===== src/hw/rtl/pbjs_pkg.sv =====
`timescale 1ns / 1ps
// Shared types and constants for the predicted burst job selector.
// No dependencies; imported by every module of the block.
package pbjs_pkg;

    localparam int KEY_W   = 24;
    localparam int MUL_W   = 27;
    localparam int PROD_W  = 2 * MUL_W;

    localparam logic [KEY_W-1:0] KEY_MAX   = 24'hFFFFFF;
    localparam logic [KEY_W-1:0] Q_ONE     = 24'd256;
    localparam logic [KEY_W-1:0] EST_RESET = 24'd2560;   // 10.0 in Q16.8
    localparam logic [8:0]       WEIGHT_ONE = 9'd256;
    localparam logic [34:0]      ROUND_HALF = 35'd128;

    // floor(x / 3) == (x * DIV3_MUL) >> DIV3_SHIFT for all x < 2^27
    localparam logic [MUL_W-1:0] DIV3_MUL   = 27'd89478486;
    localparam int               DIV3_SHIFT = 28;

    typedef enum logic [1:0] {
        KIND_REGISTER = 2'd0,
        KIND_READY    = 2'd1,
        KIND_BURST    = 2'd2,
        KIND_SELECT   = 2'd3
    } t_kind;

    typedef enum logic [1:0] {
        POL_ARRIVAL = 2'd0,
        POL_KNOWN   = 2'd1,
        POL_EXP     = 2'd2,
        POL_REGRESS = 2'd3
    } t_policy;

    typedef enum logic [1:0] {
        CFG_POLICY  = 2'd0,
        CFG_WEIGHT  = 2'd1,
        CFG_INITIAL = 2'd2,
        CFG_NONE    = 2'd3
    } t_cfg_idx;

    typedef struct packed {
        logic [1:0]  kind;
        logic [3:0]  process_id;
        logic [15:0] arr_time;
        logic [15:0] burst_length;
    } t_in_item;

    typedef struct packed {
        logic             found;
        logic [3:0]       selected_id;
        logic [KEY_W-1:0] selected_key;
    } t_out_item;

    // One process table entry; hist2 is the newest burst.
    typedef struct packed {
        logic [15:0]      arrival;
        logic [15:0]      known;
        logic [15:0]      hist0;
        logic [15:0]      hist1;
        logic [15:0]      hist2;
        logic [1:0]       hcnt;
        logic [KEY_W-1:0] est;
        logic [15:0]      stamp;
    } t_rec;

    typedef struct packed {
        logic rd_en;
        logic wr_en;
    } t_tbl_ctl;

    typedef struct packed {
        logic             en;
        logic [MUL_W-1:0] a;
        logic [MUL_W-1:0] b;
    } t_mul_req;

endpackage


===== src/hw/rtl/pbjs_mul.sv =====
`timescale 1ns / 1ps
// Shared multiplier with registered product.
// Depends on pbjs_pkg for the request type and widths.
module pbjs_mul
    import pbjs_pkg::*;
(
    input  logic              i_clk,
    input  t_mul_req          i_req,
    output logic [PROD_W-1:0] o_prod
);

    logic [PROD_W-1:0] r_prod;

    always_ff @(posedge i_clk) begin
        if (i_req.en) begin
            r_prod <= PROD_W'(i_req.a) * PROD_W'(i_req.b);
        end
    end

    assign o_prod = r_prod;

endmodule


===== config.mk =====
export PLATFORM = sky130hd
export DESIGN_NAME = pbjs_mul
export DESIGN_NICKNAME = d
export VERILOG_FILES = /design/src/hw/rtl/pbjs_pkg.sv /design/src/hw/rtl/pbjs_mul.sv
export SDC_FILE = /design/constraint.sdc
export NUM_CORES = 2
export LEC_CHECK = 0
export BUFFER_PORTS_ARGS = -buffer_cell sky130_fd_sc_hd__buf_2
export CORE_MARGIN = 2
export CORE_UTILIZATION = 50
export CTS_CLUSTER_DIAMETER = 100
export CTS_CLUSTER_SIZE = 8
export DETAILED_ROUTE_END_ITERATION = 6
export MAX_ROUTING_LAYER = met4
export PLACE_DENSITY_LB_ADDON = 0.2
export SKIP_LAST_GASP = 1
export SLEW_MARGIN = 25
export SYNTH_ARGS = -nofsm -noshare
export SYNTH_HDL_FRONTEND = slang
export SYNTH_SLANG_ARGS = --single-unit

===== constraint.sdc =====
create_clock -name i_clk -period 7.3 [get_ports i_clk]
set_clock_uncertainty 0.15 [all_clocks]
set_input_delay 0 -clock i_clk [delete_from_list [all_inputs] [get_ports i_clk]]
set_output_delay 0 -clock i_clk [all_outputs]
set_load 0.1 [all_outputs]

==> key figures <==
Floorplan
  • Cell Rows: 82
  • Die H: 230.0 µm
  • Core area: 50270 µm²
  • Die Width: 230.0 µm
  • Die area: 52880 µm²
  • Starting Density: 50.78%
  • Boundary Pins: 110

Routing
  • DRC Markers: 0
  • Drt initial violations: 1194
  • DRT Wirelength: 69520 µm
  • DR pass1 iterations: 5
  • Via density: 5.333
  • Vias: 18920
  • Drt wl/cell: 19.59 µm
  • Post-DRT Antenna Nets: 0

Finish
  • Most frequent cells in the layout: inv_1, fa_1, nand2_1
  • Fraction of layout cells with a size suffix above 1: 6.300%
  • Area of the multi-input gates: 20480 µm²
  • Area Growth Syn to Fin: 5.313%
  • Nets: 3745
  • Final Non-Filler Cells: 3548
  • Number of flip-flops under the largest register name: 54
  • Register area: 1622 µm²
  • Fill cells: 4688
  • Most common cell after layout, fill and taps aside: inv_1

Placement
  • Final GP Congestion: 0.9638
  • PortBufs: 109
  • Dpl hpwl: 58540 µm
  • DP Cell Count: 3537

STA
  • Slew headroom: 53.75%
  • Fin. max-slew vios: 0
  • Setup-failing EPs final: 0
  • Final min period: 6.905 ns
  • RSZ-0062 raised after global routing: false
  • Fin crit share: 94.58%
  • Count of final hold-check violations: 0
  • Worst slew pin tran: 0.6938 ns
  • Setup TNS: 0 ns
  • Max Freq: 144.8 MHz

Clock tree
  • Worst-path clk slew: 0.07 ns
  • Clk buf depth: 2
  • CTS tree: yes
  • Clock net sink count: 54
  • CTS Root Cell: clkbuf_16
  • # hold bufs at CTS: 0
  • Post-cts sizing count: 0
  • Num CTS Buffers: 5
  • H-Tree Depth: 2
  • Postcts setup bufs: 0

Global route
  • Remaining Overflow, GRT: 0
  • Initial antenna violation count: 4
  • Number of global-route vias before repair: 20930
  • First-pass GRT wire length: 111600 µm
  • GRT Resource Usage Total: 28.15%
  • Largest net degree at the start of global routing: 55

Synth
  • Synth unique cells: 47
  • Post-synth top flop: edfxtp_1
  • Mapped Avg Cell Area: 8.914 µm²
  • Seq/Total Area, Yosys: 6.352%
  • Post-synth ARST share: 0%
  • Synthesized area: 25530 µm²
  • Post-synthesis cell count: 2864
  • Mapped Nets: 3737
  • Synthesis Warnings: 0
  • Yosys reg bits: 54
  • Number of synthesized flops with an enable pin: 54

Hold path
  • Class of the worst hold path: in2reg

Worst setup path
  • Crit start category: input pin
  • Critical path arrival: 6.80 ns
  • CP Class: in2reg
  • WP data required: 7.20 ns
  • CP Max Fanout: 22
  • Crit end category: flop

Job
  • Max-cap violation count: 0

Status
  • Outcome: finished clean
==> synthesized netlist by cell type (all sizes together) (12+ instances only) <==
master | instances | area share (%)
a21o | 37 | 1.1
inv | 742 | 11
ha | 193 | 9.5
xor2 | 19 | 0.65
and2 | 273 | 6.7
nand3 | 12 | 0.24
edfxtp | 54 | 6.4
nand4 | 18 | 0.44
a21oi | 63 | 1.2
clkbuf | 159 | 2.3
nor2 | 28 | 0.41
nand2 | 506 | 7.4
fa | 624 | 49
o21bai | 16 | 0.47
xnor2 | 31 | 1.1
o21ai | 26 | 0.51
==> worst paths after layout <==
check	cells past startpoint	slack, ns	from	endpoint
hold / removal	2	0.19	i_req[54]	o_prod[49]
setup / recovery	25	0.40	i_req[36]	o_prod[47]
==> cell families after synthesis <==
logic type      Yosys count  share of synthesized area, %
buf+inv                 909                         13.41
fa+ha+maj               817                         58.39
compound gates          173                         4.308
flops                    54                         6.352
xor+xnor                 50                         1.715
simple gates            861                         15.82
==> worst max-delay path, stage by stage <==
cell	delay, ns
buf_2	0.41
buf_4	0.23
nand2_1	0.08
fa_1	0.53
fa_1	0.55
inv_1	0.09
fa_1	0.50
inv_1	0.05
fa_1	0.52
inv_1	0.05
fa_1	0.45
fa_1	0.49
inv_1	0.05
fa_1	0.47
inv_1	0.04
ha_1	0.39
a21o_1	0.16
o21bai_1	0.16
o2111ai_1	0.16
a21oi_1	0.33
o21ai_0	0.14
buf_4	0.17
a2111oi_0	0.46
o22ai_1	0.16
xnor2_1	0.17
==> final cells by class <==
type / count / share of cell area, %
Antenna cell: 3 / 0.02792
Clock buffer: 6 / 0.4793
Clock inverter: 2 / 0.06515
Inverter: 742 / 10.36
Multi-Input combinational cell: 1901 / 76.19
Sequential cell: 54 / 6.031
Tap cell: 672 / 3.127
Timing Repair Buffer: 168 / 3.723
==> routing by layer <==
metal | global-route usage (%) | vias up | part of all wire, %
li1 | - | 8245 | -
met1 | 33.57 | 9895 | 38
met2 | 48.05 | 619 | 51
met3 | 3.162 | 164 | 5.1
met4 | 12.88 | 0 | 5.6
met5 | - | - | 0
==> metrics by stage <==
step | setup WS (ns) | hold slack, ns | area [µm²] | utilization, %
CTS | 0.4566 | 0.2133 | 26880 | 53.46
global placement | 0.1806 | 0.4737 | 26730 | 53.17
floorplan | 0.6225 | -0.03750 | 25530 | -
detailed placement | 0.1285 | 0.4718 | 26730 | 53.17
global route | 0.06444 | 0.2347 | 26890 | 53.48
finish | 0.3953 | 0.1931 | 26890 | 53.48
Power is not shown: default switching activity piles up to over one toggle a cycle in this logic, so the estimate is an artifact.
